<file path="config.mk">
export PLATFORM = sky130hd
export DESIGN_NAME = gyro_yaw_integrator
export DESIGN_NICKNAME = d
export VERILOG_FILES = /design/src/rtl/gyi_pkg.sv /design/src/rtl/gyi_div.sv /design/src/rtl/gyi_ctrl.sv /design/src/rtl/gyi_dp.sv /design/src/rtl/gyro_yaw_integrator.sv
export SDC_FILE = /design/constraint.sdc
export NUM_CORES = 2
export LEC_CHECK = 0
export CORE_ASPECT_RATIO = 1.1
export CORE_UTILIZATION = 60
export DETAILED_ROUTE_END_ITERATION = 8
export DONT_BUFFER_PORTS = 1
export HOLD_SLACK_MARGIN = 0.1
export PLACE_DENSITY = 0.86
export SYNTH_ARGS = -nofsm -noshare
export SYNTH_HDL_FRONTEND = slang
export SYNTH_SLANG_ARGS = --single-unit
</file>
<file path="constraint.sdc">
create_clock -name clock -period 7.9 [get_ports clock]
set_input_delay 0.395 -clock clock [delete_from_list [all_inputs] [get_ports clock]]
set_output_delay 0.395 -clock clock [all_outputs]
set_load 0.01 [all_outputs]
</file>
<file path="src/rtl/gyi_pkg.sv">
// ---------------------------------------------------------------------------
// gyi_pkg: shared types and constants for the gyro yaw integrator
// Field widths, register reset values, control state encoding and the
// command and status bundles passed between controller and datapath.
// ---------------------------------------------------------------------------
package gyi_pkg;

   localparam int CFG_W       = 10;
   localparam int CSR_IDX_W   = 2;
   localparam int RATE_W      = 16;
   localparam int TICK_W      = 32;
   localparam int CALIB_SUM_W = 26;
   localparam int BIAS_W      = 26;
   localparam int DELTA_W     = BIAS_W + 1;
   localparam int PROD_W      = DELTA_W + CFG_W + 1;
   localparam int DIV_STEPS   = CALIB_SUM_W;
   localparam int DIV_CNT_W   = $clog2(DIV_STEPS);

   localparam logic [CFG_W-1:0] CALIB_SAMPLES_RESET = 10'd300;
   localparam logic [CFG_W-1:0] MAX_DT_RESET        = 10'd200;
   localparam logic [CFG_W-1:0] DEFAULT_DT_RESET    = 10'd20;

   localparam logic [CSR_IDX_W-1:0] CSR_CALIB_SAMPLES = 2'd0;
   localparam logic [CSR_IDX_W-1:0] CSR_MAX_DT        = 2'd1;
   localparam logic [CSR_IDX_W-1:0] CSR_DEFAULT_DT    = 2'd2;

   localparam logic OP_SAMPLE  = 1'b0;
   localparam logic OP_RESTART = 1'b1;

   typedef enum logic [6:0] {
      ST_IDLE     = 7'b0000001,
      ST_EXEC     = 7'b0000010,
      ST_DIV_LOAD = 7'b0000100,
      ST_DIV_RUN  = 7'b0001000,
      ST_MUL      = 7'b0010000,
      ST_ACC      = 7'b0100000,
      ST_OUT      = 7'b1000000
   } gyi_state_type;

   typedef struct packed {
      logic capture;
      logic restart;
      logic calib_add;
      logic div_start;
      logic bias_load;
      logic step_prep;
      logic step_mul;
      logic step_acc;
      logic out_load;
   } gyi_cmd_type;

   typedef struct packed {
      logic op_restart;
      logic is_ready;
      logic calib_last;
      logic div_done;
   } gyi_status_type;

endpackage

</file>
<file path="src/rtl/gyi_div.sv">
// ---------------------------------------------------------------------------
// gyi_div: iterative unsigned divider
// Restoring division, one quotient bit per cycle, for the bias average.
// ---------------------------------------------------------------------------
module gyi_div import gyi_pkg::*; (
   input  logic                   clock,
   input  logic                   reset,
   input  logic                   start,
   input  logic [CALIB_SUM_W-1:0] dividend,
   input  logic [CFG_W-1:0]       divisor,
   output logic [CALIB_SUM_W-1:0] quotient,
   output logic                   done
);

   logic                   busy_ff, busy_in;
   logic                   done_ff, done_in;
   logic [DIV_CNT_W-1:0]   cnt_ff, cnt_in;
   logic [CALIB_SUM_W-1:0] quo_ff, quo_in;
   logic [CFG_W-1:0]       rem_ff, rem_in;
   logic [CFG_W-1:0]       den_ff, den_in;
   logic [CFG_W:0]         shifted;
   logic [CFG_W:0]         diff;
   logic                   ge;

   always_comb begin
      shifted = {rem_ff, quo_ff[CALIB_SUM_W-1]};
      ge      = shifted >= {1'b0, den_ff};
      diff    = shifted - {1'b0, den_ff};
   end

   always_comb begin
      busy_in = busy_ff;
      done_in = done_ff;
      cnt_in  = cnt_ff;
      quo_in  = quo_ff;
      rem_in  = rem_ff;
      den_in  = den_ff;
      if (start) begin
         busy_in = 1'b1;
         done_in = 1'b0;
         cnt_in  = '0;
         quo_in  = dividend;
         rem_in  = '0;
         den_in  = divisor;
      end else if (busy_ff) begin
         rem_in = ge ? diff[CFG_W-1:0] : shifted[CFG_W-1:0];
         quo_in = {quo_ff[CALIB_SUM_W-2:0], ge};
         cnt_in = cnt_ff + 1'b1;
         if (cnt_ff == DIV_CNT_W'(DIV_STEPS - 1)) begin
            busy_in = 1'b0;
            done_in = 1'b1;
         end
      end
   end

   always_ff @(posedge clock) begin
      if (reset) begin
         busy_ff <= 1'b0;
         done_ff <= 1'b0;
         cnt_ff  <= '0;
      end else begin
         busy_ff <= busy_in;
         done_ff <= done_in;
         cnt_ff  <= cnt_in;
      end
   end

   always_ff @(posedge clock) begin
      quo_ff <= quo_in;
      rem_ff <= rem_in;
      den_ff <= den_in;
   end

   assign quotient = quo_ff;
   assign done     = done_ff;

endmodule

</file>
<file path="src/rtl/gyi_ctrl.sv">
// ---------------------------------------------------------------------------
// gyi_ctrl: sequencing controller
// Takes one transaction at a time, steps the datapath through a restart,
// calibration, bias division or integration, and owns the result valid flag.
// ---------------------------------------------------------------------------
module gyi_ctrl import gyi_pkg::*; (
   input  logic           clock,
   input  logic           reset,
   input  logic           req_valid,
   output logic           req_stall,
   output logic           rsp_valid,
   input  logic           rsp_stall,
   input  gyi_status_type status,
   output gyi_cmd_type    cmd
);

   gyi_state_type state_ff, state_in;
   logic          rsp_valid_ff, rsp_valid_in;
   logic          out_free;

   assign out_free = !rsp_valid_ff || !rsp_stall;

   always_comb begin
      state_in = state_ff;
      cmd      = '0;
      unique case (state_ff)
         ST_IDLE: begin
            if (req_valid) begin
               cmd.capture = 1'b1;
               state_in    = ST_EXEC;
            end
         end
         ST_EXEC: begin
            if (status.op_restart) begin
               cmd.restart = 1'b1;
               state_in    = ST_OUT;
            end else if (!status.is_ready) begin
               cmd.calib_add = 1'b1;
               state_in      = status.calib_last ? ST_DIV_LOAD : ST_OUT;
            end else begin
               cmd.step_prep = 1'b1;
               state_in      = ST_MUL;
            end
         end
         ST_DIV_LOAD: begin
            cmd.div_start = 1'b1;
            state_in      = ST_DIV_RUN;
         end
         ST_DIV_RUN: begin
            if (status.div_done) begin
               cmd.bias_load = 1'b1;
               state_in      = ST_OUT;
            end
         end
         ST_MUL: begin
            cmd.step_mul = 1'b1;
            state_in     = ST_ACC;
         end
         ST_ACC: begin
            cmd.step_acc = 1'b1;
            state_in     = ST_OUT;
         end
         ST_OUT: begin
            // wait for the output register to drain
            if (out_free) begin
               cmd.out_load = 1'b1;
               state_in     = ST_IDLE;
            end
         end
         default: begin
            state_in = ST_IDLE;
         end
      endcase
   end

   assign rsp_valid_in = cmd.out_load || (rsp_valid_ff && rsp_stall);

   always_ff @(posedge clock) begin
      if (reset) begin
         state_ff     <= ST_IDLE;
         rsp_valid_ff <= 1'b0;
      end else begin
         state_ff     <= state_in;
         rsp_valid_ff <= rsp_valid_in;
      end
   end

   assign req_stall = (state_ff != ST_IDLE);
   assign rsp_valid = rsp_valid_ff;

endmodule

</file>
<file path="src/rtl/gyi_dp.sv">
// ---------------------------------------------------------------------------
// gyi_dp: yaw integrator datapath
// Configuration registers, calibration sum and count, bias, tick tracking,
// rate times dt product, saturating yaw accumulator and output register.
// ---------------------------------------------------------------------------
module gyi_dp import gyi_pkg::*; #(
   parameter int YAW_WIDTH = 48
) (
   input  logic                        clock,
   input  logic                        reset,
   input  gyi_cmd_type                 cmd,
   output gyi_status_type              status,
   input  logic                        req_opcode,
   input  logic signed [RATE_W-1:0]    req_gyro_rate,
   input  logic [TICK_W-1:0]           req_tick_ms,
   input  logic                        csr_write,
   input  logic [CSR_IDX_W-1:0]        csr_index,
   input  logic [CFG_W-1:0]            csr_wdata,
   output logic signed [YAW_WIDTH-1:0] rsp_yaw_angle,
   output logic                        rsp_ready_res
);

   localparam int SUM_W = ((YAW_WIDTH > PROD_W) ? YAW_WIDTH : PROD_W) + 1;

   // configuration
   logic [CFG_W-1:0] calib_samples_ff, calib_samples_in;
   logic [CFG_W-1:0] max_dt_ff, max_dt_in;
   logic [CFG_W-1:0] default_dt_ff, default_dt_in;

   // integrator state
   logic signed [YAW_WIDTH-1:0]   yaw_accum_ff, yaw_accum_in;
   logic signed [BIAS_W-1:0]      bias_ff, bias_in;
   logic signed [CALIB_SUM_W-1:0] calib_sum_ff, calib_sum_in;
   logic [CFG_W-1:0]              calib_count_ff, calib_count_in;
   logic [TICK_W-1:0]             last_tick_ff, last_tick_in;
   logic                          is_ready_ff, is_ready_in;

   // captured transaction and working registers
   logic                        op_ff;
   logic signed [RATE_W-1:0]    rate_ff;
   logic [TICK_W-1:0]           tick_ff;
   logic [CFG_W-1:0]            dt_ff, dt_in;
   logic signed [DELTA_W-1:0]   delta_ff, delta_in;
   logic signed [PROD_W-1:0]    prod_ff, prod_in;
   logic signed [YAW_WIDTH-1:0] rsp_yaw_ff;
   logic                        rsp_ready_ff;

   logic [CFG_W-1:0]              n_eff;
   logic [CFG_W-1:0]              count_next;
   logic [CALIB_SUM_W-1:0]        sum_mag;
   logic [CALIB_SUM_W-1:0]        dividend;
   logic [CALIB_SUM_W-1:0]        quotient;
   logic signed [CALIB_SUM_W-1:0] quo_s;
   logic                          div_done;
   logic [TICK_W-1:0]             tick_gap;
   logic                          gap_bad;
   logic signed [SUM_W-1:0]       yaw_sum;
   logic [SUM_W-YAW_WIDTH:0]      yaw_upper;

   assign n_eff      = (calib_samples_ff == '0) ? CFG_W'(1) : calib_samples_ff;
   assign count_next = calib_count_ff + 1'b1;

   // magnitude plus half the divisor gives round to nearest, ties away from zero
   assign sum_mag  = calib_sum_ff[CALIB_SUM_W-1] ? CALIB_SUM_W'(-calib_sum_ff)
                                                  : CALIB_SUM_W'(calib_sum_ff);
   assign dividend = sum_mag + CALIB_SUM_W'(n_eff >> 1);
   assign quo_s    = $signed(quotient);

   gyi_div u_div (
      .clock    (clock),
      .reset    (reset),
      .start    (cmd.div_start),
      .dividend (dividend),
      .divisor  (n_eff),
      .quotient (quotient),
      .done     (div_done)
   );

   assign tick_gap = tick_ff - last_tick_ff;
   assign gap_bad  = (tick_gap == '0) || (tick_gap > TICK_W'(max_dt_ff));

   assign yaw_sum   = SUM_W'(yaw_accum_ff) + SUM_W'(prod_ff);
   assign yaw_upper = yaw_sum[SUM_W-1:YAW_WIDTH-1];

   always_comb begin
      calib_samples_in = calib_samples_ff;
      max_dt_in        = max_dt_ff;
      default_dt_in    = default_dt_ff;
      if (csr_write) begin
         unique case (csr_index)
            CSR_CALIB_SAMPLES: calib_samples_in = csr_wdata;
            CSR_MAX_DT:        max_dt_in        = csr_wdata;
            CSR_DEFAULT_DT:    default_dt_in    = csr_wdata;
            default:           ;
         endcase
      end
   end

   always_comb begin
      yaw_accum_in   = yaw_accum_ff;
      bias_in        = bias_ff;
      calib_sum_in   = calib_sum_ff;
      calib_count_in = calib_count_ff;
      last_tick_in   = last_tick_ff;
      is_ready_in    = is_ready_ff;
      dt_in          = dt_ff;
      delta_in       = delta_ff;
      prod_in        = prod_ff;
      if (cmd.restart) begin
         yaw_accum_in   = '0;
         bias_in        = '0;
         calib_sum_in   = '0;
         calib_count_in = '0;
         last_tick_in   = tick_ff;
         is_ready_in    = 1'b0;
      end
      if (cmd.calib_add) begin
         calib_sum_in   = calib_sum_ff + CALIB_SUM_W'(rate_ff);
         calib_count_in = count_next;
      end
      if (cmd.bias_load) begin
         bias_in      = calib_sum_ff[CALIB_SUM_W-1] ? BIAS_W'(-quo_s) : BIAS_W'(quo_s);
         last_tick_in = tick_ff;
         is_ready_in  = 1'b1;
      end
      if (cmd.step_prep) begin
         dt_in        = gap_bad ? default_dt_ff : tick_gap[CFG_W-1:0];
         delta_in     = DELTA_W'(rate_ff) - DELTA_W'(bias_ff);
         last_tick_in = tick_ff;
      end
      if (cmd.step_mul) begin
         prod_in = delta_ff * $signed({1'b0, dt_ff});
      end
      if (cmd.step_acc) begin
         // clamp when the bits above the yaw sign disagree with it
         if ((&yaw_upper) || !(|yaw_upper)) begin
            yaw_accum_in = yaw_sum[YAW_WIDTH-1:0];
         end else if (yaw_sum[SUM_W-1]) begin
            yaw_accum_in = {1'b1, {(YAW_WIDTH-1){1'b0}}};
         end else begin
            yaw_accum_in = {1'b0, {(YAW_WIDTH-1){1'b1}}};
         end
      end
   end

   always_ff @(posedge clock) begin
      if (reset) begin
         calib_samples_ff <= CALIB_SAMPLES_RESET;
         max_dt_ff        <= MAX_DT_RESET;
         default_dt_ff    <= DEFAULT_DT_RESET;
         yaw_accum_ff     <= '0;
         bias_ff          <= '0;
         calib_sum_ff     <= '0;
         calib_count_ff   <= '0;
         last_tick_ff     <= '0;
         is_ready_ff      <= 1'b0;
      end else begin
         calib_samples_ff <= calib_samples_in;
         max_dt_ff        <= max_dt_in;
         default_dt_ff    <= default_dt_in;
         yaw_accum_ff     <= yaw_accum_in;
         bias_ff          <= bias_in;
         calib_sum_ff     <= calib_sum_in;
         calib_count_ff   <= calib_count_in;
         last_tick_ff     <= last_tick_in;
         is_ready_ff      <= is_ready_in;
      end
   end

   always_ff @(posedge clock) begin
      dt_ff    <= dt_in;
      delta_ff <= delta_in;
      prod_ff  <= prod_in;
      if (cmd.capture) begin
         op_ff   <= req_opcode;
         rate_ff <= req_gyro_rate;
         tick_ff <= req_tick_ms;
      end
      // yaw stays zero until calibration ends, so the state is the result
      if (cmd.out_load) begin
         rsp_yaw_ff   <= yaw_accum_ff;
         rsp_ready_ff <= is_ready_ff;
      end
   end

   always_comb begin
      status.op_restart = (op_ff == OP_RESTART);
      status.is_ready   = is_ready_ff;
      status.calib_last = (count_next >= n_eff);
      status.div_done   = div_done;
   end

   assign rsp_yaw_angle = rsp_yaw_ff;
   assign rsp_ready_res = rsp_ready_ff;

endmodule

</file>
<file path="src/rtl/gyro_yaw_integrator.sv">
// ---------------------------------------------------------------------------
// gyro_yaw_integrator: gyro bias calibrated yaw integrator
// Controller, datapath and bias divider; one result per transaction.
// ---------------------------------------------------------------------------
// One transaction is worked on at a time and each gives exactly one result.
// A restart or an ordinary calibration sample goes through the execute and
// output states; an integration sample finds the tick gap in the execute
// state, then has states of its own for the rate times dt multiply and the
// saturating add. The last calibration sample runs the bias division on a
// restoring divider, one quotient bit per cycle over 26 bits. A finished
// result sits in an output register; a stalled result holds back the next
// result, not the acceptance of the transaction behind it. Yaw is in units
// of 1/16000 degree and stays zero while ready_res is low. Configuration
// registers (calib_samples, max_dt_ms, default_dt_ms) at indexes 0 to 2 are
// to be written only while the block is idle, which the block itself does
// not enforce; the user must see to it. Other indexes are ignored.
// ---------------------------------------------------------------------------
module gyro_yaw_integrator import gyi_pkg::*; #(
   parameter int YAW_WIDTH = 48
) (
   input  logic                        clock,
   input  logic                        reset,
   input  logic                        req_valid,
   output logic                        req_stall,
   input  logic                        req_opcode,
   input  logic signed [RATE_W-1:0]    req_gyro_rate,
   input  logic [TICK_W-1:0]           req_tick_ms,
   output logic                        rsp_valid,
   input  logic                        rsp_stall,
   output logic signed [YAW_WIDTH-1:0] rsp_yaw_angle,
   output logic                        rsp_ready_res,
   input  logic                        csr_valid,
   output logic                        csr_ready,
   input  logic [CSR_IDX_W-1:0]        csr_index,
   input  logic [CFG_W-1:0]            csr_wdata
);

   gyi_cmd_type    cmd;
   gyi_status_type status;

   assign csr_ready = 1'b1;

   gyi_ctrl u_ctrl (
      .clock     (clock),
      .reset     (reset),
      .req_valid (req_valid),
      .req_stall (req_stall),
      .rsp_valid (rsp_valid),
      .rsp_stall (rsp_stall),
      .status    (status),
      .cmd       (cmd)
   );

   gyi_dp #(
      .YAW_WIDTH (YAW_WIDTH)
   ) u_dp (
      .clock         (clock),
      .reset         (reset),
      .cmd           (cmd),
      .status        (status),
      .req_opcode    (req_opcode),
      .req_gyro_rate (req_gyro_rate),
      .req_tick_ms   (req_tick_ms),
      .csr_write     (csr_valid && csr_ready),
      .csr_index     (csr_index),
      .csr_wdata     (csr_wdata),
      .rsp_yaw_angle (rsp_yaw_angle),
      .rsp_ready_res (rsp_ready_res)
   );

endmodule

</file>
==> impl_metrics.ini <==
[yosys]
synth_largest_area_cell = edfxtp_1
yosys-top-cells-area = edfxtp_1, fa_1, dfxtp_1
synth_area_per_cell_sq_um = 9.01
async_reset_ff_share_pct = 0
yosys_warnings = 0
synth_edf_count = 209
ys_ff_latch = 407
ys_seq_area_share_pct = 30.7
syn_inst = 3706
yosys.area.top_type_share_pct = 18.8
synthesis.nets = 4268
synthesis.area_sq_mm = 0.0334
synth_flop_cell = edfxtp_1
ys_types = 90

[worst_hold_path]
worstHoldPathCells = 4
min_to = u_dp.default_dt_ff[0]
hp-class = in -> reg
min_from = csr_index[1]

[worst_setup_path]
critPathArrivalTime_ns = 7.42
cp-start-kind = register
r2r_end = u_dp.prod_ff[37]
path_cells = nand2_1 -> fa_1 -> inv_1 -> fa_1 -> fa_1 -> fa_1 -> inv_1 -> fa_1 -> inv_1 -> ha_1 -> and4_1 -> o21ai_0 -> o21bai_1 -> nor4b_1 -> or4_1 -> a21bo_2 -> a311oi_1 -> a211o_1 -> a21oi_1 -> xnor2_1
worstPathRequired_ns = 8.22
crit_path_top_delay_cell = edfxtp_1
endpoint_kind = register
cp_max_fo = 27
path_common_cell = fa_1
rr_startpoint = u_dp.dt_ff[7]
critPathKind = reg -> reg
worst-r2r-setup-slack_ns = 0.79
reg2regPathDepth = 20
slowest_delay_ns = 0.97

[clocking]
worstSkewPairLatency_ns = 0.63
h-tree-depth = 2
clock-sinks = 407
ctsResizeCount = 0
tritoncts = done
cts_inserted_buffers = 45
clkTransAtPathRegs_ns = 0.06
cts_setup_buffers = 0
root_buffer = clkbuf_16
cts_hold_buf = 67
clock_path_buffers = 3

[timing]
layout_setup_ws_ns = 0.794
final.setup.tns_ns = 0
holdWs_ns = 0.161
finClkSkew_ns = 0.0608
hold_violations = 0
maxSlewViolCount = 0
tightestPinTransition_ns = 1.15
setup_viol = 0
finalCriticalPeriod_ns = 7.11
slew_headroom_pct = 22.9
fin_crit_sh_pct = 89.9
max_freq_mhz = 141
rsz0062_at_grt = no

[detailed_routing]
detail-route-antenna-nets = 0
drt_iter0_markers = 1996
drt_pass1_iterations = 6
via_per_inst = 5.86
wl_um = 76600
via_count = 26144
route.detailed.drc = 0
wire_per_inst_um = 17.2

[finish]
utilization_pct = 65.8
drive_gt1_share_pct = 4.06
design_area_sq_mm = 0.0362
fin_nets = 4248
instances_no_fill = 4462
seq_area_sq_mm = 0.0102
nFillCells = 4242
multi_input_area_sq_mm = 0.0209
synthToLayoutAreaGrowth_pct = 8.38

[place]
dp_hpwl_um = 56100
gp_congestion = 0.938
place_area_sq_mm = 0.0339
dp_slack_ns = 0.877
port_buffers = 0
place_inst = 4307

[die]
die_width_um = 227
rows = 90
die_area_sq_mm = 0.0566
fp.coreArea_sq_mm = 0.0550
design.portCount = 118
start_util_pct = 60.7
die_h_um = 249

[pwr]
irDropWorstVdd_mv = 0.228
power.density_mw_per_mm2 = 174
power.share.combinational_pct = 25.1
p_int_mw = 4.33
switching_share_pct = 31.2
leakage_nw = 15.4
p_clk_share_pct = 35.3
seqPwrFrac_pct = 39.7
power.switching_mw = 1.97
p_total_mw = 6.30

[outcome]
outcome = finished clean

[grt]
grt_usage_pct = 27.7
gr-total-overflow = 0
grt_pass1_wl_um = 128000
grt_pass1_vias = 26060
antenna_found_initial = 3
grt_max_degree = 128

[run]
drv_cap = 0
## cell usage in the layout, fill, tap and decap left out, drive strengths merged, types with 69 or more instances in the layout
cell / synthesis / final
a21o: 69 / 69
a21oi: 252 / 252
and2: 132 / 132
dfxtp: 198 / 198
edfxtp: 209 / 209
fa: 239 / 239
ha: 257 / 257
inv: 443 / 445
nand2: 468 / 468
nor2: 211 / 211
o21ai: 195 / 195
xnor2: 143 / 143
xor2: 73 / 73
## cells in the mapped netlist (all sizes together) (17+ instances only)
master / count
or4: 17
o21bai: 33
o21a: 22
nor3: 53
a21oi: 252
and2: 132
and3: 18
dfxtp: 198
clkbuf: 142
nand2b: 29
o31ai: 29
a21o: 69
a31oi: 19
fa: 239
nor2b: 29
a22oi: 37
nand2: 468
nand4: 20
o211ai: 31
or3: 19
a211oi: 26
edfxtp: 209
xnor2: 143
ha: 257
nor2: 211
xor2: 73
inv: 443
nand3: 65
o21ai: 195
## sequential cells by signal (all words and copies together) (netlist names), 16 cells and up
name and count:
u_dp.delta_ff 27, u_dp.tick_ff 32, u_dp.last_tick_ff 32, u_dp.calib_sum_ff 26, u_dp.yaw_accum_ff 48, u_dp.rate_ff 16, u_dp.rsp_yaw_angle 48, u_dp.prod_ff 38
u_dp.u_div.quotient 26, u_dp.bias_ff 26
## routing by layer
metal	up-vias	GRT usage [%]	share of wire, %
li1	12582	-	-
met1	12482	35.1	42
met2	903	46.7	48
met3	177	4.64	6.3
met4	0	10.8	3.4
met5	-	0	0
## kinds of logic after synthesis
kind of cell               synth area share (%)
AOI/OAI and AO/OA                          15.7
DFF                                        30.7
muxes                                     0.787
xor gates and xnor gates                   5.69
other                                    0.0112
adders and majority gates                  24.0
buffers and inverters                      6.72
and+or+nand+nor                            16.4
## critical path: cells and delay by family, from the launching register on
family	cells	cell delay, ns
simple gates	4	1.19
xor+xnor	1	0.12
buf+inv	3	0.15
flops	1	0.97
fa+ha+maj	6	2.99
compound gates	6	1.37
## area by class of cell
class                           instances  area share [%]
Sequential cell                       407            28.3
Inverter                              444            4.61
Tap cell                              736            2.55
Clock buffer                           61            3.36
Multi-Input combinational cell       2703            57.9
Antenna cell                            3          0.0208
Clock inverter                         23            1.01
Timing Repair Buffer                   85            2.29
## worst max-delay path by stage
stage / start / end / slack, ns / depth (start not counted)
floorplan: u_dp.dt_ff[7] / u_dp.prod_ff[37] / 1.62 / 22
global placement: u_dp.dt_ff[7] / u_dp.prod_ff[37] / 1.06 / 20
detailed placement: u_dp.dt_ff[7] / u_dp.prod_ff[37] / 0.88 / 20
CTS: u_dp.dt_ff[7] / u_dp.prod_ff[37] / 0.82 / 20
global route: u_dp.dt_ff[7] / u_dp.prod_ff[37] / 0.30 / 20
finish: u_dp.dt_ff[7] / u_dp.prod_ff[37] / 0.79 / 20
## power by group through the flow
stage | Clock [mW] | Sequential, mW | Combinational, mW
after global routing | 2.35 | 2.51 | 1.75
after global placement | 0 | 2.53 | 1.46
after floorplan | 0 | 2.49 | 1.20
after CTS | 2.26 | 2.49 | 1.55
after detailed placement | 0 | 2.54 | 1.49
final | 2.22 | 2.50 | 1.58
Note: power is estimated with default switching activity, not from simulation.
